<file path="src/rtl/source_text_tokenizer_top_macros.svh">
// ----------------------------------------------------------------------------
// source_text_tokenizer_top_macros
// assertion macros shared by the tokenizer rtl
// ----------------------------------------------------------------------------
`ifndef SOURCE_TEXT_TOKENIZER_TOP_MACROS_SVH
`define SOURCE_TEXT_TOKENIZER_TOP_MACROS_SVH
`ifndef SYNTH
`define STT_ASSERT_NEVER(label, clk, rst, expr) \
   label: assert property (@(posedge clk) disable iff (rst) !(expr)) \
      else $error("assertion failed");
`define STT_ASSERT_IMPLY(label, clk, rst, ante, cons) \
   label: assert property (@(posedge clk) disable iff (rst) (ante) |-> (cons)) \
      else $error("assertion failed");
`else
`define STT_ASSERT_NEVER(label, clk, rst, expr)
`define STT_ASSERT_IMPLY(label, clk, rst, ante, cons)
`endif
`endif

</file>
<file path="src/rtl/stt_pkg.sv">
// ----------------------------------------------------------------------------
// stt_pkg
// types and constants of the source text tokenizer
// ----------------------------------------------------------------------------
package stt_pkg;

   localparam int OFFSET_BITS_DEF = 16;
   localparam int LINE_BITS_DEF   = 16;
   localparam int MAX_RES         = 3;
   localparam int FIFO_DEPTH      = 8;
   localparam int PTR_W           = 3;
   localparam int CNT_W           = 4;

   typedef enum logic [3:0] {
      M_IDLE    = 4'd0,
      M_IDENT   = 4'd1,
      M_SIGN    = 4'd2,
      M_ZERO    = 4'd3,
      M_DEC     = 4'd4,
      M_BIN     = 4'd5,
      M_HEX     = 4'd6,
      M_STR     = 4'd7,
      M_STRDONE = 4'd8,
      M_COLON   = 4'd9,
      M_DOT     = 4'd10
   } scan_mode_type;

   localparam logic [4:0] K_END    = 5'd0;
   localparam logic [4:0] K_IDENT  = 5'd1;
   localparam logic [4:0] K_DEC    = 5'd2;
   localparam logic [4:0] K_FLOAT  = 5'd3;
   localparam logic [4:0] K_BIN    = 5'd4;
   localparam logic [4:0] K_HEX    = 5'd5;
   localparam logic [4:0] K_STRING = 5'd6;
   localparam logic [4:0] K_AT     = 5'd7;
   localparam logic [4:0] K_LPAREN = 5'd8;
   localparam logic [4:0] K_RPAREN = 5'd9;
   localparam logic [4:0] K_LBRACE = 5'd10;
   localparam logic [4:0] K_RBRACE = 5'd11;
   localparam logic [4:0] K_SEMI   = 5'd12;
   localparam logic [4:0] K_EQ     = 5'd13;
   localparam logic [4:0] K_COMMA  = 5'd14;
   localparam logic [4:0] K_COLON  = 5'd15;
   localparam logic [4:0] K_DCOLON = 5'd16;
   localparam logic [4:0] K_DOT    = 5'd17;
   localparam logic [4:0] K_ELLIP  = 5'd18;
   localparam logic [4:0] K_MINUS  = 5'd19;
   localparam logic [4:0] K_ARROW  = 5'd20;
   localparam logic [4:0] K_UNEXP  = 5'd21;
   localparam logic [4:0] K_UNTERM = 5'd22;
   localparam logic [4:0] K_NORADX = 5'd23;

   localparam logic [7:0] CH_NL     = 8'h0A;
   localparam logic [7:0] CH_SPACE  = 8'h20;
   localparam logic [7:0] CH_QUOTE  = 8'h22;
   localparam logic [7:0] CH_LPAREN = 8'h28;
   localparam logic [7:0] CH_RPAREN = 8'h29;
   localparam logic [7:0] CH_PLUS   = 8'h2B;
   localparam logic [7:0] CH_COMMA  = 8'h2C;
   localparam logic [7:0] CH_MINUS  = 8'h2D;
   localparam logic [7:0] CH_DOT    = 8'h2E;
   localparam logic [7:0] CH_ZERO   = 8'h30;
   localparam logic [7:0] CH_ONE    = 8'h31;
   localparam logic [7:0] CH_COLON  = 8'h3A;
   localparam logic [7:0] CH_SEMI   = 8'h3B;
   localparam logic [7:0] CH_EQ     = 8'h3D;
   localparam logic [7:0] CH_GT     = 8'h3E;
   localparam logic [7:0] CH_AT     = 8'h40;
   localparam logic [7:0] CH_UNDER  = 8'h5F;
   localparam logic [7:0] CH_B      = 8'h62;
   localparam logic [7:0] CH_X      = 8'h78;
   localparam logic [7:0] CH_LBRACE = 8'h7B;
   localparam logic [7:0] CH_RBRACE = 8'h7D;

   typedef struct packed {
      logic        fin;
      logic [15:0] col;
      logic [15:0] line;
      logic [15:0] end_off;
      logic [15:0] start_off;
      logic [4:0]  kind;
   } rsp_item_type;

endpackage

</file>
<file path="src/rtl/source_text_tokenizer_top.sv">
// ----------------------------------------------------------------------------
// source_text_tokenizer_top
// streaming lexer: one source byte per transfer in, one token record per
// transfer out
// ----------------------------------------------------------------------------
// channel  dir  tdata                                   tlast
// req      in   data_byte[7:0]                          end_marker
// rsp      out  kind,start,end,line,column (69 of 72)   final_token
//
// one byte per cycle while req_tready is high: a byte is registered, scanned in the
// next cycle and its zero to three records land in an eight entry queue
// req_tready is high while the queue holds at most two records
// a byte that closes two tokens and ends the text yields three records
// reset returns the scanner to the state between tokens and empties the queue
// ----------------------------------------------------------------------------
`include "source_text_tokenizer_top_macros.svh"

module source_text_tokenizer_top #(
   parameter int OffsetBits = stt_pkg::OFFSET_BITS_DEF,
   parameter int LineBits   = stt_pkg::LINE_BITS_DEF
) (
   input  logic        clock,
   input  logic        reset,
   input  logic        req_tvalid,
   output logic        req_tready,
   input  logic [7:0]  req_tdata,   // data_byte[7:0]
   input  logic        req_tlast,   // end_marker
   output logic        rsp_tvalid,
   input  logic        rsp_tready,
   output logic [71:0] rsp_tdata,   // token_kind[4:0], start_offset[20:5], end_offset[36:21],
                                    // line_number[52:37], start_column[68:53], zero
   output logic        rsp_tlast    // final_token
);

   typedef logic [OffsetBits-1:0] off_type;
   typedef logic [LineBits-1:0]   lc_type;

   localparam off_type OffMax = {OffsetBits{1'b1}};
   localparam lc_type  LcMax  = {LineBits{1'b1}};

   // input register
   logic       stg_valid_ff;
   logic [7:0] stg_byte_ff;
   logic       stg_end_ff;

   // scanner state
   stt_pkg::scan_mode_type mode_ff, mode_in;
   off_type    offset_ff, offset_in;
   lc_type     line_ff, line_in;
   lc_type     col_ff, col_in;
   off_type    tstart_ff, tstart_in;
   lc_type     tcol_ff, tcol_in;
   lc_type     tline_ff, tline_in;
   logic [7:0] sign_ff, sign_in;
   logic [1:0] dots_ff, dots_in;
   logic       seen_dot_ff, seen_dot_in;
   logic       radix_seen_ff, radix_seen_in;

   // result queue
   stt_pkg::rsp_item_type             queue_ff [stt_pkg::FIFO_DEPTH];
   logic [stt_pkg::PTR_W-1:0]         wr_ptr_ff, rd_ptr_ff;
   logic [stt_pkg::CNT_W-1:0]         cnt_ff, cnt_in;
   stt_pkg::rsp_item_type             res [stt_pkg::MAX_RES];
   logic [1:0]                        nres;
   logic                              pop;

   function automatic off_type sat_off(input off_type v);
      sat_off = (v == OffMax) ? v : v + 1'b1;
   endfunction

   function automatic lc_type sat_lc(input lc_type v);
      sat_lc = (v == LcMax) ? v : v + 1'b1;
   endfunction

   function automatic stt_pkg::rsp_item_type mk(input logic [4:0] kind, input off_type s,
                                                input off_type e, input lc_type ln,
                                                input lc_type cl, input logic fin);
      logic [31:0] ws, we, wl, wc;
      ws = 32'(s);
      we = 32'(e);
      wl = 32'(ln);
      wc = 32'(cl);
      mk.kind      = kind;
      mk.start_off = ws[15:0];
      mk.end_off   = we[15:0];
      mk.line      = wl[15:0];
      mk.col       = wc[15:0];
      mk.fin       = fin;
   endfunction

   assign req_tready = (cnt_ff <= stt_pkg::CNT_W'(stt_pkg::FIFO_DEPTH - 2 * stt_pkg::MAX_RES));

   always_ff @(posedge clock) begin
      if (reset) begin
         stg_valid_ff <= 1'b0;
      end else begin
         stg_valid_ff <= req_tvalid && req_tready;
      end
      stg_byte_ff <= req_tdata;
      stg_end_ff  <= req_tlast;
   end

   always_comb begin
      logic    eof, isd, isa, iss, ish, rescan, do_dec, digit_ok;
      logic [7:0] b;
      off_type p, last;
      logic [4:0] k;

      b   = stg_byte_ff;
      eof = stg_end_ff;
      isd = !eof && (b >= stt_pkg::CH_ZERO) && (b <= 8'h39);
      isa = !eof && (((b >= 8'h61) && (b <= 8'h7A)) || ((b >= 8'h41) && (b <= 8'h5A)));
      iss = !eof && ((b == stt_pkg::CH_SPACE) || ((b >= 8'h09) && (b <= 8'h0D)));
      ish = isd || (!eof && (((b >= 8'h61) && (b <= 8'h66)) || ((b >= 8'h41) && (b <= 8'h46))));

      mode_in       = mode_ff;
      offset_in     = offset_ff;
      line_in       = line_ff;
      col_in        = col_ff;
      tstart_in     = tstart_ff;
      tcol_in       = tcol_ff;
      tline_in      = tline_ff;
      sign_in       = sign_ff;
      dots_in       = dots_ff;
      seen_dot_in   = seen_dot_ff;
      radix_seen_in = radix_seen_ff;
      nres          = 2'd0;
      rescan        = 1'b0;
      do_dec        = 1'b0;
      digit_ok      = 1'b0;
      k             = stt_pkg::K_UNEXP;
      for (int i = 0; i < stt_pkg::MAX_RES; i++) begin
         res[i] = '0;
      end

      p    = offset_ff;
      last = (p != '0) ? p - 1'b1 : '0;

      // position counters move on every byte after the first
      if (p != '0) begin
         if (!eof && (b == stt_pkg::CH_NL)) begin
            line_in = sat_lc(line_ff);
            col_in  = '0;
         end else begin
            col_in = sat_lc(col_ff);
         end
      end

      case (mode_ff)
         stt_pkg::M_IDENT: begin
            if (!(isa || isd || (!eof && b == stt_pkg::CH_UNDER))) begin
               res[nres] = mk(stt_pkg::K_IDENT, tstart_ff, last, line_in, tcol_ff, 1'b0);
               nres = nres + 1'b1;
               rescan = 1'b1;
            end
         end
         stt_pkg::M_SIGN: begin
            if (isd) begin
               seen_dot_in = 1'b0;
               mode_in = (b == stt_pkg::CH_ZERO) ? stt_pkg::M_ZERO : stt_pkg::M_DEC;
            end else if ((sign_ff == stt_pkg::CH_MINUS) && !eof && (b == stt_pkg::CH_GT)) begin
               res[nres] = mk(stt_pkg::K_ARROW, tstart_ff, p, tline_ff, tcol_ff, 1'b0);
               nres = nres + 1'b1;
               mode_in = stt_pkg::M_IDLE;
            end else begin
               res[nres] = mk((sign_ff == stt_pkg::CH_MINUS) ? stt_pkg::K_MINUS
                              : stt_pkg::K_UNEXP, tstart_ff, tstart_ff, tline_ff, tcol_ff, 1'b0);
               nres = nres + 1'b1;
               rescan = 1'b1;
            end
         end
         stt_pkg::M_ZERO: begin
            if (!eof && b == stt_pkg::CH_B) begin
               radix_seen_in = 1'b0;
               mode_in = stt_pkg::M_BIN;
            end else if (!eof && b == stt_pkg::CH_X) begin
               radix_seen_in = 1'b0;
               mode_in = stt_pkg::M_HEX;
            end else begin
               mode_in = stt_pkg::M_DEC;
               do_dec = 1'b1;
            end
         end
         stt_pkg::M_DEC: begin
            do_dec = 1'b1;
         end
         stt_pkg::M_BIN, stt_pkg::M_HEX: begin
            digit_ok = (mode_ff == stt_pkg::M_BIN)
                       ? (!eof && (b == stt_pkg::CH_ZERO || b == stt_pkg::CH_ONE)) : ish;
            if (digit_ok) begin
               radix_seen_in = 1'b1;
            end else begin
               if (!radix_seen_ff) k = stt_pkg::K_NORADX;
               else if (mode_ff == stt_pkg::M_BIN) k = stt_pkg::K_BIN;
               else k = stt_pkg::K_HEX;
               res[nres] = mk(k, tstart_ff, last, line_in, tcol_ff, 1'b0);
               nres = nres + 1'b1;
               rescan = 1'b1;
            end
         end
         stt_pkg::M_STR: begin
            if (!eof && b == stt_pkg::CH_QUOTE) begin
               mode_in = stt_pkg::M_STRDONE;
            end else if (eof || b == stt_pkg::CH_NL) begin
               res[nres] = mk(stt_pkg::K_UNTERM, sat_off(tstart_ff), last, line_in, col_in, 1'b0);
               nres = nres + 1'b1;
               rescan = 1'b1;
            end
         end
         stt_pkg::M_STRDONE: begin
            res[nres] = mk(stt_pkg::K_STRING, tstart_ff, last, line_in, tcol_ff, 1'b0);
            nres = nres + 1'b1;
            rescan = 1'b1;
         end
         stt_pkg::M_COLON: begin
            if (!eof && b == stt_pkg::CH_COLON) begin
               res[nres] = mk(stt_pkg::K_DCOLON, tstart_ff, p, tline_ff, tcol_ff, 1'b0);
               nres = nres + 1'b1;
               mode_in = stt_pkg::M_IDLE;
            end else begin
               res[nres] = mk(stt_pkg::K_COLON, tstart_ff, tstart_ff, tline_ff, tcol_ff, 1'b0);
               nres = nres + 1'b1;
               rescan = 1'b1;
            end
         end
         stt_pkg::M_DOT: begin
            if (!eof && b == stt_pkg::CH_DOT) begin
               if (dots_ff < 2'd2) begin
                  dots_in = 2'd2;
               end else begin
                  res[nres] = mk(stt_pkg::K_ELLIP, tstart_ff, p, tline_ff, tcol_ff, 1'b0);
                  nres = nres + 1'b1;
                  mode_in = stt_pkg::M_IDLE;
               end
            end else begin
               res[nres] = mk(stt_pkg::K_DOT, tstart_ff, tstart_ff, tline_ff, tcol_ff, 1'b0);
               nres = nres + 1'b1;
               // two dots with no third: second dot is its own token
               if (dots_ff >= 2'd2) begin
                  res[nres] = mk(stt_pkg::K_DOT, sat_off(tstart_ff), sat_off(tstart_ff),
                                 tline_ff, sat_lc(tcol_ff), 1'b0);
                  nres = nres + 1'b1;
               end
               rescan = 1'b1;
            end
         end
         default: begin
            rescan = 1'b1;
         end
      endcase

      if (do_dec) begin
         if (isd) begin
            mode_in = stt_pkg::M_DEC;
         end else if (!eof && b == stt_pkg::CH_DOT) begin
            seen_dot_in = 1'b1;
         end else begin
            res[nres] = mk(seen_dot_ff ? stt_pkg::K_FLOAT : stt_pkg::K_DEC, tstart_ff, last,
                           line_in, tcol_ff, 1'b0);
            nres = nres + 1'b1;
            rescan = 1'b1;
         end
      end

      // a byte that is not whitespace or the end marker starts a new token from the state between tokens
      if (rescan) begin
         mode_in = stt_pkg::M_IDLE;
         if (!eof && !iss) begin
            tstart_in = p;
            tcol_in   = col_in;
            tline_in  = line_in;
            if (isd) begin
               seen_dot_in = 1'b0;
               mode_in = (b == stt_pkg::CH_ZERO) ? stt_pkg::M_ZERO : stt_pkg::M_DEC;
            end else if (b == stt_pkg::CH_PLUS || b == stt_pkg::CH_MINUS) begin
               sign_in = b;
               mode_in = stt_pkg::M_SIGN;
            end else if (isa || b == stt_pkg::CH_UNDER) begin
               mode_in = stt_pkg::M_IDENT;
            end else if (b == stt_pkg::CH_QUOTE) begin
               mode_in = stt_pkg::M_STR;
            end else if (b == stt_pkg::CH_COLON) begin
               mode_in = stt_pkg::M_COLON;
            end else if (b == stt_pkg::CH_DOT) begin
               dots_in = 2'd1;
               mode_in = stt_pkg::M_DOT;
            end else begin
               case (b)
                  stt_pkg::CH_AT:     k = stt_pkg::K_AT;
                  stt_pkg::CH_LPAREN: k = stt_pkg::K_LPAREN;
                  stt_pkg::CH_RPAREN: k = stt_pkg::K_RPAREN;
                  stt_pkg::CH_LBRACE: k = stt_pkg::K_LBRACE;
                  stt_pkg::CH_RBRACE: k = stt_pkg::K_RBRACE;
                  stt_pkg::CH_SEMI:   k = stt_pkg::K_SEMI;
                  stt_pkg::CH_EQ:     k = stt_pkg::K_EQ;
                  stt_pkg::CH_COMMA:  k = stt_pkg::K_COMMA;
                  default:            k = stt_pkg::K_UNEXP;
               endcase
               res[nres] = mk(k, p, p, line_in, col_in, 1'b0);
               nres = nres + 1'b1;
            end
         end
      end

      if (eof) begin
         res[nres] = mk(stt_pkg::K_END, p, p, line_in, col_in, 1'b1);
         nres = nres + 1'b1;
         mode_in       = stt_pkg::M_IDLE;
         offset_in     = '0;
         line_in       = lc_type'(1);
         col_in        = lc_type'(1);
         tstart_in     = '0;
         tcol_in       = '0;
         tline_in      = '0;
         dots_in       = 2'd0;
         seen_dot_in   = 1'b0;
         radix_seen_in = 1'b0;
      end else begin
         offset_in = sat_off(p);
      end
   end

   always_ff @(posedge clock) begin
      if (reset) begin
         mode_ff       <= stt_pkg::M_IDLE;
         offset_ff     <= '0;
         line_ff       <= lc_type'(1);
         col_ff        <= lc_type'(1);
         tstart_ff     <= '0;
         tcol_ff       <= '0;
         tline_ff      <= '0;
         dots_ff       <= 2'd0;
         seen_dot_ff   <= 1'b0;
         radix_seen_ff <= 1'b0;
      end else if (stg_valid_ff) begin
         mode_ff       <= mode_in;
         offset_ff     <= offset_in;
         line_ff       <= line_in;
         col_ff        <= col_in;
         tstart_ff     <= tstart_in;
         tcol_ff       <= tcol_in;
         tline_ff      <= tline_in;
         dots_ff       <= dots_in;
         seen_dot_ff   <= seen_dot_in;
         radix_seen_ff <= radix_seen_in;
      end
   end

   // sign byte is only read after it has been written
   always_ff @(posedge clock) begin
      if (stg_valid_ff) begin
         sign_ff <= sign_in;
      end
   end

   assign pop    = rsp_tvalid && rsp_tready;
   assign cnt_in = cnt_ff + (stg_valid_ff ? stt_pkg::CNT_W'(nres) : '0)
                   - stt_pkg::CNT_W'(pop);

   always_ff @(posedge clock) begin
      if (reset) begin
         wr_ptr_ff <= '0;
         rd_ptr_ff <= '0;
         cnt_ff    <= '0;
      end else begin
         if (stg_valid_ff) begin
            wr_ptr_ff <= wr_ptr_ff + stt_pkg::PTR_W'(nres);
         end
         if (pop) begin
            rd_ptr_ff <= rd_ptr_ff + 1'b1;
         end
         cnt_ff <= cnt_in;
      end
   end

   always_ff @(posedge clock) begin
      for (int i = 0; i < stt_pkg::MAX_RES; i++) begin
         if (stg_valid_ff && (2'(i) < nres)) begin
            queue_ff[wr_ptr_ff + stt_pkg::PTR_W'(i)] <= res[i];
         end
      end
   end

   assign rsp_tvalid = (cnt_ff != '0);
   assign rsp_tdata  = {3'b000, queue_ff[rd_ptr_ff].col, queue_ff[rd_ptr_ff].line,
                        queue_ff[rd_ptr_ff].end_off, queue_ff[rd_ptr_ff].start_off,
                        queue_ff[rd_ptr_ff].kind};
   assign rsp_tlast  = queue_ff[rd_ptr_ff].fin;

   `STT_ASSERT_NEVER(a_queue_bound, clock, reset, cnt_ff > stt_pkg::CNT_W'(stt_pkg::FIFO_DEPTH))
   `STT_ASSERT_IMPLY(a_ptr_track, clock, reset, 1'b1, rd_ptr_ff + stt_pkg::PTR_W'(cnt_ff) == wr_ptr_ff)
   `STT_ASSERT_IMPLY(a_room_on_accept, clock, reset, req_tvalid && req_tready, cnt_ff <= stt_pkg::CNT_W'(2))
   `STT_ASSERT_IMPLY(a_end_resets, clock, reset, $past(stg_valid_ff && stg_end_ff), offset_ff == '0)

endmodule
</file>
<file path="config.mk">
export PLATFORM = sky130hd
export DESIGN_NAME = source_text_tokenizer_top
export DESIGN_NICKNAME = d
export VERILOG_FILES = /design/src/rtl/stt_pkg.sv /design/src/rtl/source_text_tokenizer_top.sv
export VERILOG_INCLUDE_DIRS = /design/src /design/src/rtl
export SDC_FILE = /design/constraint.sdc
export NUM_CORES = 2
export LEC_CHECK = 0
export BUFFER_PORTS_ARGS = -buffer_cell sky130_fd_sc_hd__buf_2
export CORE_MARGIN = 3
export CORE_UTILIZATION = 62
export CTS_CLUSTER_DIAMETER = 150
export DETAILED_ROUTE_END_ITERATION = 10
export PLACE_DENSITY = 0.79
export SETUP_SLACK_MARGIN = 0.05
export SKIP_LAST_GASP = 1
export SYNTH_ARGS = -nofsm -noshare
export SYNTH_HDL_FRONTEND = slang
export SYNTH_SLANG_ARGS = --single-unit
</file>
<file path="constraint.sdc">
create_clock -name clock -period 19.2 [get_ports clock]
set_input_delay 0.96 -clock clock [delete_from_list [all_inputs] [get_ports clock]]
set_output_delay 0.96 -clock clock [all_outputs]
set_load 0.03 [all_outputs]
</file>
==> run_summary.xml <==
<?xml version="1.0" encoding="UTF-8"?>
<metrics>
  <group name="pwr">
    <metric name="powerDensity" unit="nW/um2">99.2</metric>
    <metric name="power_switching_share" unit="">0.346</metric>
    <metric name="power_frac_clock" unit="">0.318</metric>
    <metric name="power_report.internal_total" unit="mW">3.16</metric>
    <metric name="pwr-share-seq" unit="">0.370</metric>
    <metric name="comb_power_share" unit="">0.313</metric>
    <metric name="power_leakage" unit="nW">22.6</metric>
    <metric name="max_rail_drop_vdd" unit="mV">0.108</metric>
    <metric name="net-switching-power" unit="mW">1.68</metric>
  </group>
  <group name="cts">
    <metric name="cts-htree-levels" unit="">3</metric>
    <metric name="later_pin_clock_latency_in_the_skew_report" unit="ns">0.64</metric>
    <metric name="cts.reportedPaths.clkPinSlew" unit="ns">0.06</metric>
    <metric name="cts_tree" unit="">yes</metric>
    <metric name="cts_num_sinks" unit="">694</metric>
    <metric name="cts_setup_buffers" unit="">0</metric>
    <metric name="ctsRootBufferMaster" unit="">clkbuf_16</metric>
    <metric name="cts_hold_fix_bufs" unit="">0</metric>
    <metric name="ctsResizeCount" unit="">0</metric>
    <metric name="cts_max_path_buffers" unit="">3</metric>
    <metric name="numCtsBuffers" unit="">77</metric>
  </group>
  <group name="hold_path">
    <metric name="holdCritPathClass" unit="">input port to flip-flop</metric>
    <metric name="timing.hold.worst_endpoint" unit="">stg_byte_ff[3]</metric>
    <metric name="startpoint_of_the_lowest_slack_hold_path" unit="">req_tdata[3]</metric>
    <metric name="holdPathStages" unit="">1</metric>
  </group>
  <group name="finish">
    <metric name="finish.net_count" unit="">3737</metric>
    <metric name="layout.filler_cells" unit="">5285</metric>
    <metric name="final_layout_size_suffix_gt1_frac" unit="">0.155</metric>
    <metric name="layout.cells.most_common" unit="">mux2i_1</metric>
    <metric name="antennaDiodeCount" unit="">0</metric>
    <metric name="syn2layout_area_growth" unit="%">7.26</metric>
    <metric name="layout.core_utilization" unit="">0.676</metric>
    <metric name="layout_common_cells" unit="">mux2i_1, edfxtp_1, nor2_1</metric>
  </group>
  <group name="die">
    <metric name="num_rows" unit="">98</metric>
    <metric name="floorplan.initialDensity" unit="">0.631</metric>
    <metric name="die_area" unit="um2">76600</metric>
    <metric name="chipWidth" unit="um">277</metric>
    <metric name="pin_count" unit="">88</metric>
    <metric name="core" unit="um2">72100</metric>
    <metric name="dieHeight" unit="um">277</metric>
  </group>
  <group name="sta">
    <metric name="period_needed" unit="ns">7.89</metric>
    <metric name="final-max-slew-violation-count" unit="">0</metric>
    <metric name="final.setup.tns" unit="ns">0</metric>
    <metric name="timing_hold_violations_final" unit="">0</metric>
    <metric name="fin_crit_sh" unit="">0.411</metric>
    <metric name="rsz0062_at_grt" unit="">no</metric>
    <metric name="slew_headroom" unit="">0.0375</metric>
    <metric name="clock.fmax" unit="GHz">0.127</metric>
    <metric name="tightestPinTransition" unit="ns">1.44</metric>
    <metric name="timing.clock.skew" unit="ns">0.0237</metric>
    <metric name="setup-violations-final" unit="">0</metric>
  </group>
  <group name="grt">
    <metric name="first_pass_grt_wire_length" unit="um">213000</metric>
    <metric name="grt_pass1_vias" unit="">34000</metric>
    <metric name="total_congestion_overflow_after_global_routing" unit="">0</metric>
    <metric name="grt_start_max_net_pins" unit="">77</metric>
    <metric name="grt_util_all_layers" unit="">0.358</metric>
    <metric name="antenna_found_initial" unit="">3</metric>
  </group>
  <group name="routing">
    <metric name="route.detailed.wl_per_inst" unit="um">29.9</metric>
    <metric name="wl" unit="um">141000</metric>
    <metric name="route.vias.total" unit="">34400</metric>
    <metric name="viasPerCell" unit="">7.30</metric>
    <metric name="ant_nets" unit="">0</metric>
    <metric name="firstDrtPassIters" unit="">6</metric>
    <metric name="drt_iter0_markers" unit="">4622</metric>
    <metric name="drc" unit="">0</metric>
  </group>
  <group name="worst_setup_path">
    <metric name="crit_path_start" unit="">stg_byte_ff[2]</metric>
    <metric name="setup.worst_path.class" unit="">flip-flop to flip-flop</metric>
    <metric name="startpoint_type" unit="">flip-flop</metric>
    <metric name="worst-endpoint-arrival" unit="ns">8.13</metric>
    <metric name="worstPathRequired" unit="ns">19.44</metric>
    <metric name="r2r_cells" unit="">16</metric>
    <metric name="critical_path.max_fanout" unit="">53</metric>
    <metric name="r2r_end" unit="">queue_ff[2][9]</metric>
    <metric name="regToRegStartpoint" unit="">stg_byte_ff[2]</metric>
    <metric name="r2r_slack" unit="ns">11.31</metric>
    <metric name="crit_path_end_kind" unit="">flip-flop</metric>
  </group>
  <group name="run">
    <metric name="timing.max_cap.violations" unit="">0</metric>
  </group>
  <group name="placed_design">
    <metric name="gpl.final_weighted_congestion" unit="">1.01</metric>
    <metric name="hpwlAfterDp" unit="um">84400</metric>
    <metric name="port_buffers" unit="">84</metric>
  </group>
  <group name="logic_synthesis">
    <metric name="synthArstFlopShare" unit="">0</metric>
    <metric name="yosys_most_used_dff" unit="">edfxtp_1</metric>
    <metric name="avgSynthCellArea" unit="um2">12.0</metric>
    <metric name="synth_enable_flop_cells" unit="">568</metric>
    <metric name="synth.distinct_cells" unit="">97</metric>
    <metric name="synth_sequential_area_ratio" unit="">0.431</metric>
    <metric name="synth_cells" unit="">3797</metric>
    <metric name="synth_warnings" unit="">0</metric>
    <metric name="postSynthRegisterBits" unit="">694</metric>
    <metric name="synth.cell_area" unit="um2">45500</metric>
  </group>
  <group name="run_status">
    <metric name="status" unit="">finished clean</metric>
  </group>
</metrics>
power by group through the flow:
stage	registers [mW]	logic, mW	clock network, mW
6_report	1.79	1.51	1.54
3_5_place_dp	1.82	1.48	0
4_1_cts	1.79	1.49	1.54
5_1_grt	1.79	1.59	1.60
3_3_place_gp	1.81	1.46	0
2_1_floorplan	1.80	1.08	0
area by class of cell:
class | count | area [um2] | area share
multi-input combinational | 2727 | 24200 | 0.497
timing repair buffer | 161 | 1000 | 0.0205
tap | 950 | 1190 | 0.0244
clock buffer | 102 | 2170 | 0.0446
inverter | 36 | 135 | 0.00277
sequential | 694 | 19600 | 0.402
clock inverter | 40 | 449 | 0.00921
sequential cells by signal, summed over array words and instances, names as in the netlist, 3 cells and up, named ones only:
name and cells:
col_ff 16, tline_ff 16, sign_ff 8, queue_ff 560
line_ff 16, offset_ff 16, rd_ptr_ff 3, stg_byte_ff 8
mode_ff 4, cnt_ff 4, tstart_ff 16, wr_ptr_ff 3
tcol_ff 16
worst max-delay path, cell delays in order, from the launching register on:
cell      delay, ns
dfxtp_1        0.60
or4_1          0.79
a221oi_2       0.50
a32o_1         0.67
nor2_1         0.17
ha_1           0.33
nand2_1        0.06
nand2_1        0.08
ha_1           0.29
o311a_1        0.15
or2_2          0.32
ha_1           0.29
nor2_2         0.79
or2_2          0.30
a21oi_1        0.25
o21ai_4        0.83
buf_4          0.92
how the worst max path moves through the flow:
stage,endpoint,slack (ns),cells after the start
2_1_floorplan,queue_ff[0][0],6.13,19
3_3_place_gp,queue_ff[3][11],11.66,16
3_5_place_dp,queue_ff[2][8],11.55,16
4_1_cts,queue_ff[2][9],11.53,16
5_1_grt,queue_ff[2][9],11.03,16
6_report,queue_ff[2][9],11.31,16
Yosys cell counts, drive strengths merged, types with 21 or more instances:
library cell	n	share of area
edfxtp	568	0.38
xnor2	27	0.0052
mux2	139	0.034
nand3	60	0.0066
buf	184	0.026
clkbuf	158	0.013
xor2	21	0.0040
ha	25	0.0069
o31ai	26	0.0050
nor3	60	0.0073
or3	23	0.0032
a22oi	120	0.020
a31oi	34	0.0048
nand4	26	0.0036
nand2	153	0.013
a21oi	133	0.015
o21ai	88	0.0099
mux2i	1080	0.24
inv	34	0.0028
mux4	140	0.069
o22ai	26	0.0037
nor2	203	0.017
dfxtp	126	0.055
a22o	51	0.0098
metrics by stage:
step / hold WS, ns / std cells / instance area, um2 / power [mW] / setup WS, ns
2_1_floorplan: 0.403 / 3799 / 45500 / 2.88 / 6.13
3_5_place_dp: 0.467 / 4568 / 46200 / 3.30 / 11.55
4_1_cts: 0.406 / 4710 / 48800 / 4.82 / 11.53
6_report: 0.435 / 4710 / 48800 / 4.84 / 11.31
5_1_grt: 0.422 / 4710 / 48800 / 4.98 / 11.03
3_3_place_gp: 0.452 / 4568 / 46200 / 3.27 / 11.66
cell families (layout without fill, tap and decap cells):
group	count (synthesis)	in the layout	share of synthesized area
AOI/OAI and AO/OA	622	622	0.0955
buffers and inverters	378	339	0.0422
muxes	1359	1359	0.341
DFF	694	694	0.431
other	1	3	0.0000825
and+or+nand+nor	668	668	0.0731
xor gates and xnor gates	48	48	0.00925
adders and majority gates	27	27	0.00776
layer usage:
| metal | share of wire | routed length (um) | GRT usage |
|---|---|---|---|
| met3 | 0.11 | 15300 | 0.0816 |
| met5 | 0.00017 | 24 | 0 |
| met2 | 0.45 | 63300 | 0.557 |
| met4 | 0.052 | 7290 | 0.164 |
| met1 | 0.39 | 55100 | 0.482 |
No activity file was read; power rests on OpenSTA's default activity.
